File: src/rtl/qpd_pkg.sv
// Shared types, character codes and helper functions for the quoted-printable decoder.
`timescale 1ns / 1ps

package qpd_pkg;

  // Character codes used by the decoder
  localparam logic [7:0] CharEq    = 8'h3D;
  localparam logic [7:0] CharUnder = 8'h5F;
  localparam logic [7:0] CharSpace = 8'h20;
  localparam logic [7:0] CharCr    = 8'h0D;
  localparam logic [7:0] CharLf    = 8'h0A;
  localparam logic [7:0] CharZero  = 8'h30;
  localparam logic [7:0] CharNine  = 8'h39;
  localparam logic [7:0] CharUpA   = 8'h41;
  localparam logic [7:0] CharUpF   = 8'h46;

  // Most output bytes kept for one input byte; grp_push drops any beyond
  localparam int unsigned MaxOut = 3;
  localparam int unsigned CntW   = $clog2(MaxOut + 1);
  localparam int unsigned IdxW   = $clog2(MaxOut);

  // Escape tracking, one-hot
  typedef enum logic [3:0] {
    PhIdle  = 4'b0001,
    PhEq    = 4'b0010,
    PhEqCr  = 4'b0100,
    PhEqHex = 4'b1000
  } phase_e;

  // Group of output bytes produced by one input byte
  typedef struct packed {
    logic [CntW-1:0]          n;     // number of results, 0 means none
    logic [MaxOut-1:0][7:0]   data;  // bytes in emit order, entry 0 first
    logic                     bare;  // single end marker without data
    logic                     last;  // group closes the message
  } qpd_group_t;

  // Digit value to uppercase hex character
  function automatic logic [7:0] hex_char(logic [3:0] d);
    logic [7:0] c;
    if (d < 4'd10) begin
      c = CharZero + {4'd0, d};
    end else begin
      c = CharUpA + {4'd0, d} - 8'd10;
    end
    return c;
  endfunction

  // Uppercase hex character to value; bit 4 flags a valid digit
  function automatic logic [4:0] hex_value(logic [7:0] b);
    logic [4:0] r;
    logic [7:0] t;
    r = 5'd0;
    if (b >= CharZero && b <= CharNine) begin
      t = b - CharZero;
      r = {1'b1, t[3:0]};
    end else if (b >= CharUpA && b <= CharUpF) begin
      t = b - CharUpA + 8'd10;
      r = {1'b1, t[3:0]};
    end
    return r;
  endfunction

  // Append one byte to a group; extra bytes past the limit are dropped
  function automatic qpd_group_t grp_push(qpd_group_t g, logic [7:0] b);
    qpd_group_t r;
    r = g;
    if (g.n < CntW'(MaxOut)) begin
      r.data[g.n[IdxW-1:0]] = b;
      r.n = g.n + CntW'(1);
    end
    return r;
  endfunction

endpackage

File: src/rtl/qpd_decode.sv
// Escape state and per-byte decode logic of the quoted-printable decoder.
`timescale 1ns / 1ps

module qpd_decode (
  input  logic                clk_i,
  input  logic                rst_ni,
  input  logic [7:0]          byte_i,
  input  logic                last_i,
  input  logic                advance_i,
  output qpd_pkg::qpd_group_t grp_o
);
  import qpd_pkg::*;

  phase_e     phase_q, phase_d;
  logic [3:0] held_q, held_d;

  always_comb begin
    qpd_group_t g;
    logic [4:0] hv;
    logic       do_idle;
    g       = '0;
    hv      = hex_value(byte_i);
    do_idle = 1'b0;
    phase_d = PhIdle;
    held_d  = held_q;

    // Step the escape sequence
    case (phase_q)
      PhIdle: begin
        do_idle = 1'b1;
      end
      PhEq: begin
        if (byte_i == CharCr) begin
          phase_d = PhEqCr;
        end else if (byte_i == CharLf) begin
          phase_d = PhIdle;
        end else if (hv[4]) begin
          held_d  = hv[3:0];
          phase_d = PhEqHex;
        end else begin
          g       = grp_push(g, CharEq);
          do_idle = 1'b1;
        end
      end
      PhEqCr: begin
        if (byte_i != CharLf) begin
          g       = grp_push(g, CharEq);
          g       = grp_push(g, CharCr);
          do_idle = 1'b1;
        end
      end
      PhEqHex: begin
        if (hv[4]) begin
          g = grp_push(g, {held_q, hv[3:0]});
        end else begin
          g       = grp_push(g, CharEq);
          g       = grp_push(g, hex_char(held_q));
          do_idle = 1'b1;
        end
      end
      default: begin
        do_idle = 1'b1;
      end
    endcase

    // Byte handled as ordinary text
    if (do_idle) begin
      if (byte_i == CharEq) begin
        phase_d = PhEq;
      end else if (byte_i == CharUnder) begin
        g = grp_push(g, CharSpace);
      end else begin
        g = grp_push(g, byte_i);
      end
    end

    // End of message: flush a pending escape literally
    if (last_i) begin
      case (phase_d)
        PhEq: begin
          g = grp_push(g, CharEq);
        end
        PhEqCr: begin
          g = grp_push(g, CharEq);
          g = grp_push(g, CharCr);
        end
        PhEqHex: begin
          g = grp_push(g, CharEq);
          g = grp_push(g, hex_char(held_d));
        end
        default: begin
        end
      endcase
      phase_d = PhIdle;
      held_d  = 4'd0;
      if (g.n == '0) begin
        g.n    = CntW'(1);
        g.bare = 1'b1;
      end
    end

    g.last = last_i;
    grp_o  = g;
  end

  // Escape state register, updated as each request moves on
  always_ff @(posedge clk_i or negedge rst_ni) begin
    if (!rst_ni) begin
      phase_q <= PhIdle;
      held_q  <= 4'd0;
    end else if (advance_i) begin
      phase_q <= phase_d;
      held_q  <= held_d;
    end
  end

endmodule

File: src/rtl/qpd_out_buf.sv
// Result register that holds one decoded group and sends its bytes one per cycle while m_axis_tready is high.
`timescale 1ns / 1ps

module qpd_out_buf (
  input  logic                clk_i,
  input  logic                rst_ni,
  input  logic                load_i,
  input  qpd_pkg::qpd_group_t grp_i,
  output logic                free_o,
  output logic                m_axis_tvalid,
  input  logic                m_axis_tready,
  output logic [7:0]          m_axis_tdata,  // [7:0] out_byte
  output logic [1:0]          m_axis_tuser,  // [0] byte_valid, [1] run_last
  output logic                m_axis_tlast   // message_end
);
  import qpd_pkg::*;

  logic                   valid_q;
  logic [CntW-1:0]        n_q;
  logic [IdxW-1:0]        idx_q;
  logic [MaxOut-1:0][7:0] data_q;
  logic                   bare_q;
  logic                   last_q;
  logic                   final_entry;
  logic                   take;

  assign final_entry = (CntW'(idx_q) + CntW'(1)) == n_q;
  assign take        = valid_q && m_axis_tready;
  assign free_o      = !valid_q || (m_axis_tready && final_entry);

  // Control: fill on load, step through entries on each taken request
  always_ff @(posedge clk_i or negedge rst_ni) begin
    if (!rst_ni) begin
      valid_q <= 1'b0;
      n_q     <= '0;
      idx_q   <= '0;
    end else if (load_i) begin
      valid_q <= 1'b1;
      n_q     <= grp_i.n;
      idx_q   <= '0;
    end else if (take) begin
      if (final_entry) begin
        valid_q <= 1'b0;
      end else begin
        idx_q <= idx_q + IdxW'(1);
      end
    end
  end

  // Payload
  always_ff @(posedge clk_i) begin
    if (load_i) begin
      data_q <= grp_i.data;
      bare_q <= grp_i.bare;
      last_q <= grp_i.last;
    end
  end

  assign m_axis_tvalid   = valid_q;
  assign m_axis_tdata    = bare_q ? 8'd0 : data_q[idx_q];
  assign m_axis_tuser[0] = !bare_q;
  assign m_axis_tuser[1] = final_entry;
  assign m_axis_tlast    = final_entry && last_q;

  // A held group always has at least one entry and the index stays inside it
  a_idx_range: assert property (@(posedge clk_i) disable iff (!rst_ni)
    valid_q |-> (n_q != '0) && (CntW'(idx_q) < n_q))
    else $error("output index outside held group");

  // An end marker without data is a group of one
  a_bare_single: assert property (@(posedge clk_i) disable iff (!rst_ni)
    (valid_q && bare_q) |-> (n_q == CntW'(1)) && last_q)
    else $error("bare end marker in a group larger than one");

  // No new group overwrites bytes that are still waiting
  a_no_overrun: assert property (@(posedge clk_i) disable iff (!rst_ni)
    load_i |-> free_o)
    else $error("group loaded while previous group still pending");

endmodule

File: src/rtl/quoted_printable_decoder.sv
// Top level of the streaming quoted-printable decoder.
`timescale 1ns / 1ps

// Streaming quoted-printable decoder. Encoded bytes enter on the s_axis side,
// tlast marking the final byte of a message; decoded bytes leave on m_axis,
// tlast marking the final result of the message. tuser[0] is low only on the
// bare end marker sent when the final byte produces no data, and tuser[1]
// flags the last result caused by one input byte. Each input byte passes an
// input register, then the decode logic loads its zero to three results into
// the result register together. With m_axis_tready high the output sends one
// result per cycle, a multi-result byte holds the result register until all
// are sent, and bytes with one or zero results sustain one byte per cycle.
// The input register ready depends combinationally on m_axis_tready.
module quoted_printable_decoder (
  input  logic       clk_i,
  input  logic       rst_ni,
  input  logic       s_axis_tvalid,
  output logic       s_axis_tready,
  input  logic [7:0] s_axis_tdata,   // [7:0] in_byte
  input  logic       s_axis_tlast,   // in_last
  output logic       m_axis_tvalid,
  input  logic       m_axis_tready,
  output logic [7:0] m_axis_tdata,   // [7:0] out_byte
  output logic [1:0] m_axis_tuser,   // [0] byte_valid, [1] run_last
  output logic       m_axis_tlast    // message_end
);
  import qpd_pkg::*;

  logic       in_valid_q;
  logic [7:0] in_byte_q;
  logic       in_last_q;
  logic       advance;
  logic       load;
  logic       out_free;
  qpd_group_t grp;

  // Request moves on when it needs no result slot or the slot frees up
  assign advance       = in_valid_q && ((grp.n == '0) || out_free);
  assign load          = advance && (grp.n != '0);
  assign s_axis_tready = !in_valid_q || advance;

  // Input register
  always_ff @(posedge clk_i or negedge rst_ni) begin
    if (!rst_ni) begin
      in_valid_q <= 1'b0;
    end else if (s_axis_tready) begin
      in_valid_q <= s_axis_tvalid;
    end
  end

  always_ff @(posedge clk_i) begin
    if (s_axis_tready && s_axis_tvalid) begin
      in_byte_q <= s_axis_tdata;
      in_last_q <= s_axis_tlast;
    end
  end

  qpd_decode u_decode (
    .clk_i     (clk_i),
    .rst_ni    (rst_ni),
    .byte_i    (in_byte_q),
    .last_i    (in_last_q),
    .advance_i (advance),
    .grp_o     (grp)
  );

  qpd_out_buf u_out_buf (
    .clk_i         (clk_i),
    .rst_ni        (rst_ni),
    .load_i        (load),
    .grp_i         (grp),
    .free_o        (out_free),
    .m_axis_tvalid (m_axis_tvalid),
    .m_axis_tready (m_axis_tready),
    .m_axis_tdata  (m_axis_tdata),
    .m_axis_tuser  (m_axis_tuser),
    .m_axis_tlast  (m_axis_tlast)
  );

endmodule
File: config.mk
export PLATFORM = sky130hd
export DESIGN_NAME = quoted_printable_decoder
export DESIGN_NICKNAME = d
export VERILOG_FILES = /design/src/rtl/qpd_pkg.sv /design/src/rtl/qpd_decode.sv /design/src/rtl/qpd_out_buf.sv /design/src/rtl/quoted_printable_decoder.sv
export SDC_FILE = /design/constraint.sdc
export NUM_CORES = 1
export LEC_CHECK = 0
export ABC_AREA = 0
export BUFFER_PORTS_ARGS = -buffer_cell sky130_fd_sc_hd__buf_2
export CORE_MARGIN = 1.5
export CORE_UTILIZATION = 47
export CTS_BUF_LIST = sky130_fd_sc_hd__clkbuf_16
export CTS_CLUSTER_SIZE = 40
export DETAILED_ROUTE_END_ITERATION = 16
export SLEW_MARGIN = 0
export SYNTH_ARGS = -nofsm -noshare
export SYNTH_HDL_FRONTEND = slang
export SYNTH_HIERARCHICAL = 1
export SYNTH_SLANG_ARGS = --single-unit
File: constraint.sdc
create_clock -name clk_i -period 10 [get_ports clk_i]
set_input_delay 2.5 -clock clk_i [delete_from_list [all_inputs] [get_ports clk_i]]
set_output_delay 2.5 -clock clk_i [all_outputs]
set_load 0.005 [all_outputs]
# Word-level counts from Yosys, hierarchy flattened
# Index checks and enable logic that the tools add are counted.
# totals
regBits	49
input_bits	13
output_inout_bits	13
word_cells	188
# classes
n_mux	82
add_sub_neg	16
n_eq_ne	13
bitwise_logic	12
reduce_logical	27
magnitude_cmp	25
# ops
op	n
two-way mux 26 bit	11
two-way mux 28 bit	9
case mux 28 bit (3 select lines)	2
two-way mux 8 bit	18
demux 8 bit (select 2 bit)	6
bitwise mux 24 bit	3
two-way mux 4 bit	12
NOT 15 bit	2
two-way mux 27 bit	1
AND 21 bit	1
less-than comparator 2 x 3 -> 1 bit, second input constant	7
NOT 21 bit	1
adder 7 x 4 -> 8 bit, first input constant	2
binary-select mux 8 bit (select 2 bit)	1
equality test 8 x 4 -> 1 bit, second input constant	2
two-way mux 2 bit	8
subtractor 8 x 4 -> 8 bit, second input constant	2
AND 15 bit	1
AND 5 x 15 -> 15 bit	1
bitwise OR 15 bit	1
adder 2 x 1 -> 2 bit, second input constant	7
adder 6 x 4 -> 7 bit, first input constant	2
logical AND 1 bit	14
>= comparator 2 x 1 -> 1 bit, second input constant	6
29 further kinds	55

# Depth between registers and ports, before layout
# logic_depth
ltp_word	51
mapped_depth	16

# Cells and area by module
# The synthesis kept the hierarchy.
# by_module_without_submodules
module	cells_each	seq_area_each_um2	n_inst	area_per_inst_um2
qpd_decode	214	201.4	1	1622.8
qpd_out_buf	94	905.9	1	1310.0
quoted_printable_decoder	16	295.3	1	340.3

# Least setup slack after synthesis
# No wires, ideal clock.
# synth_timing
kind	input to output
from	in m_axis_tready
to	out s_axis_tready
path_slack_ns	4.312
path_stages	4
arrival_time_ns	3.188
required_time_ns	7.500
cell_sequence	or3b_1 nand3_1 o21ba_2 nand2_1
# synth_between
elab_chain_cells	5
# synth_rtl
item	line_no	source
from (decl)	quoted_printable_decoder.sv:22	input logic m_axis_tready,
logical AND 1 bit	qpd_out_buf.sv:29	assign free_o = !valid_q || (m_axis_tready && final_entry);
logical OR 1 bit	qpd_out_buf.sv:29	
named net out_free	quoted_printable_decoder.sv:34	logic out_free;
logical OR 1 bit	quoted_printable_decoder.sv:38	assign advance = in_valid_q && ((grp.n == '0) || out_free);
logical AND 1 bit	quoted_printable_decoder.sv:38	
logical OR 1 bit	quoted_printable_decoder.sv:40	assign s_axis_tready = !in_valid_q || advance;
to (decl)	quoted_printable_decoder.sv:18	output logic s_axis_tready,
# The timed path passes the listed nets, and every way through them passes these cells.

==> results by group <==
Critical path
  – CP endpoint kind: output port
  – CP max stage cell: nor2b_1
  – WP buf/inv: 2
  – Critical path's top delay family: simple AND/OR/NAND/NOR gates
  – Worst r2r src: in_byte_q[1]$_DFFE_PP_
  – Worst R2R Path Depth: 10
  – Setup slack, reg-to-reg: between 5 and 6 ns
  – Critical Path RT: roughly 7.5 ns
  – Crit-path cells: inv_1 -> ha_1 -> and3_1 -> nor2b_1 -> o21ai_0 -> a21oi_1 -> o21ai_0 -> a31oi_1 -> o21ba_2 -> nand2_1 -> buf_2
  – Critical Path Source Type: flop
  – CP max stage delay: slightly below 0.9 ns
  – Worst path arrival time: ~3.6 ns
  – Worst Path Class, Setup: flop to output port
  – CP dominant cell by count: o21ai_0
  – CP Max Fanout: 13
  – R2r endpoint: u_out_buf/n_q[1]$_DFFE_PN0P_

Synthesis
  – Post-Syn Nets: around 340
  – Leading register cell type out of synthesis: edfxtp_1
  – Synth area leaders: edfxtp_1 32%, dfrtp_1 9.9%, mux2i_1 4.3%
  – Count of cell types in the netlist: 76
  – #FFs+latches synth: 49
  – Most frequent cell after synthesis: edfxtp_1
  – Post-synthesis sequential area ratio: 42.9%
  – Area leader, netlist: edfxtp_1
  – Share of the synthesized area in the top cell type: between 30 and 40%
  – Synth warn: 6
  – Mapped cell area: ~3300 µm²
  – Mapped Cells: between 300 and 400
  – Commonest cells in the netlist: 35 x edfxtp_1, 29 x nand2_1, 24 x a21oi_1
  – Number of synthesized flops with an enable pin: 35
  – Avg Inst Size Synth: a little over 10 µm²
  – Synth async-reset ratio: 28.6%

CTS
  – Num CTS Buffers: 5
  – Htree depth: 2
  – Clk buf depth: 2
  – Worst-skew pair later-pin latency: slightly below 0.3 ns
  – CTS tree: done
  – Clock Sinks: between 40 and 50
  – Post-cts resize count: 0
  – Root Driver: clkbuf_16
  – Clock Pin Slew Worst Setup and Hold Paths: roughly 0.07 ns
  – Post-CTS Hold Buffers: 0
  – Setup bufs post-CTS: 0

Floorplanning
  – Core ar.: around 6800 µm²
  – Die Span Y: around 86 µm
  – Starting density of the core: 48.4%
  – Die area: 7470 µm²
  – Die width: about 86 µm
  – Std-Cell Rows: 30
  – I/O pin total: 26

Layout
  – Share of cells above drive strength 1: between 20% and 30%
  – Area added between synthesis and finish: 9.06%
  – Fill count: 623
  – Diodes inserted: 0
  – Nets: around 360

Global route
  – GRT overflow: 0
  – Largest net degree at the start of global routing: 33
  – First-pass GRT wire length: 12700 µm
  – Initial antenna violation count: 0
  – GRT Util Overall: between 20% and 30%
  – Vias in the first global route: between 2000 and 2500

Hold path
  – Hold EP: in_valid_q$_DFFE_PN0P_
  – Hold Path Origin: in_valid_q$_DFFE_PN0P_
  – WHS Path Cells: 1
  – Hold Path Class: flop to flop

Routing
  – DR pass1 iterations: 7
  – Vias/cell: between 6 and 7
  – Drt wl/cell: around 19 µm
  – DRT antenna net count: 0
  – Residual DRC: 0
  – Total Routed Length: ~8000 µm
  – Number of vias in the routed layout: between 2000 and 3000
  – Initial drt markers: between 200 and 250

STA
  – Final min period: about 6.1 ns
  – Final Max Tran Viols: 0
  – Clk_skew: approximately 0.0064 ns
  – Fmax: 165 MHz
  – Setup tns final: 0 ns
  – Setup violators final: 0
  – Fin crit share: approximately three fifths
  – RSZ-0062 raised after global routing: false
  – Tightest Pin Transition: between 1 and 1.5 ns
  – Final Hold Fails: 0
  – Worst rel slew slack: a little under a quarter

Pwr
  – Share of total power in sequential cells: 50.5%
  – Peak supply drop: slightly below 60 µV
  – Clock power share: approximately two fifths
  – Sw Pwr: roughly 120 µW
  – P_leak: roughly 0.0014 µW
  – P per Cell Area: roughly 140 nW/µm²
  – Pint: approximately 370 µW
  – Sw frac: between 20% and 30%
  – Combinational Power Share: around a tenth
  – Total power: about 490 µW

Placement
  – HPWL after DPL: 5710 µm
  – Count of buffers from port buffering: 25
  – Gpl congestion: approximately 0.96

Run status
  – Status: complete, no violations

Job
  – Max Cap Viol: 0
[worst register-to-register path, cell delays in order, from the launching register on]
cell and delay, ns:
edfxtp_1 0.58, inv_1 0.17, ha_1 0.26, and3_1 0.23, nor2b_1 0.87, o21ai_0 0.17
a21oi_1 0.22, o21ai_0 0.09, a31oi_1 0.30, o211a_1 0.95, mux2_2 0.42
[placed cells by master (no fill, tap or decap), types with 3 or more instances in the layout]
cell       count
clkbuf_16      5
o211a_1        3
a32o_1         3
o211ai_1       4
a21o_2         3
xnor2_1        4
nand2b_1       5
and3_1         4
mux2i_1       14
nand2_1       29
nand3_1       13
buf_2         25
a21oi_1       24
and2_1         3
nor2_1        17
ha_1           7
o22ai_1        7
inv_1         14
o21ai_0       20
nor2b_1        7
or2_2         10
edfxtp_1      35
dfrtp_1       13
mux2_2         3
and3_2         4
[per-stage QoR]
step / hold WS [ns] / util [%] / instance area [µm²] / cells / worst slack, ns
floorplan: 0.507 / - / 3270 / 324 / 4.31
global placement: 0.531 / 50.3 / 3400 / 412 / 4.07
detailed placement: 0.545 / 50.3 / 3400 / 412 / 4.05
CTS: 0.566 / 52.8 / 3570 / 420 / 3.95
global route: 0.598 / 52.8 / 3570 / 420 / 3.52
finish: 0.557 / 52.8 / 3570 / 420 / 3.93
[worst max path at each step]
stage | startpoint | end | slack, ns | depth (start not counted)
6_report | in_byte_q[1]$_DFFE_PP_ | s_axis_tready | 3.93 | 11
3_3_place_gp | m_axis_tready | s_axis_tready | 4.07 | 6
2_1_floorplan | m_axis_tready | s_axis_tready | 4.31 | 4
5_1_grt | in_byte_q[1]$_DFFE_PP_ | s_axis_tready | 3.52 | 11
4_1_cts | in_byte_q[1]$_DFFE_PP_ | s_axis_tready | 3.95 | 11
3_5_place_dp | m_axis_tready | s_axis_tready | 4.05 | 6
[flip-flops by register name, summed over array words and instances, names as in the netlist]
register / count
in_byte_q: 8
in_last_q: 1
in_valid_q: 1
u_decode/held_q: 4
u_decode/phase_q: 4
u_out_buf/bare_q: 1
u_out_buf/data_q: 24
u_out_buf/idx_q: 2
u_out_buf/last_q: 1
u_out_buf/m_axis_tvalid: 1
u_out_buf/n_q: 2
[routing by layer]
metal / GRT usage, % / vias up / share of wire (%)
met2: 35.4 / 101 / 46
met4: 8.65 / 0 / 3.1
li1: - / 1241 / -
met1: 30.9 / 1246 / 46
met5: 0 / - / 0
met3: 3.14 / 27 / 5.2
[kinds of logic (layout without fill, tap and decap cells)]
kind of cell | after synthesis | in the layout | share of synthesized area [%]
buffers and inverters | 32 | 48 | 4.89
adders and majority gates | 7 | 7 | 2.68
DFF | 49 | 49 | 42.9
and+or+nand+nor | 113 | 113 | 19.8
muxes | 19 | 19 | 6.19
AOI/OAI and AO/OA | 99 | 99 | 22.2
xor gates and xnor gates | 5 | 5 | 1.34
[final cells by class]
type | instances | area, µm² | area share (%)
multi-input cells | 243 | 1710 | 47.9
inverters | 14 | 52.6 | 1.47
flip-flops and latches | 49 | 1400 | 39.3
clock buffers | 5 | 125 | 3.51
clock inverters | 3 | 46.3 | 1.30
repair buffers | 26 | 133 | 3.72
well taps | 80 | 100 | 2.80
[power groups by stage]
stage,Combinational (µW),Sequential (µW),Clock (µW)
2_1_floorplan,37.7,245,0
3_3_place_gp,48.7,252,0
3_5_place_dp,49.1,252,0
4_1_cts,49.3,248,200
5_1_grt,54.5,250,206
6_report,49.0,248,194
(Power assumes the default switching activity.)
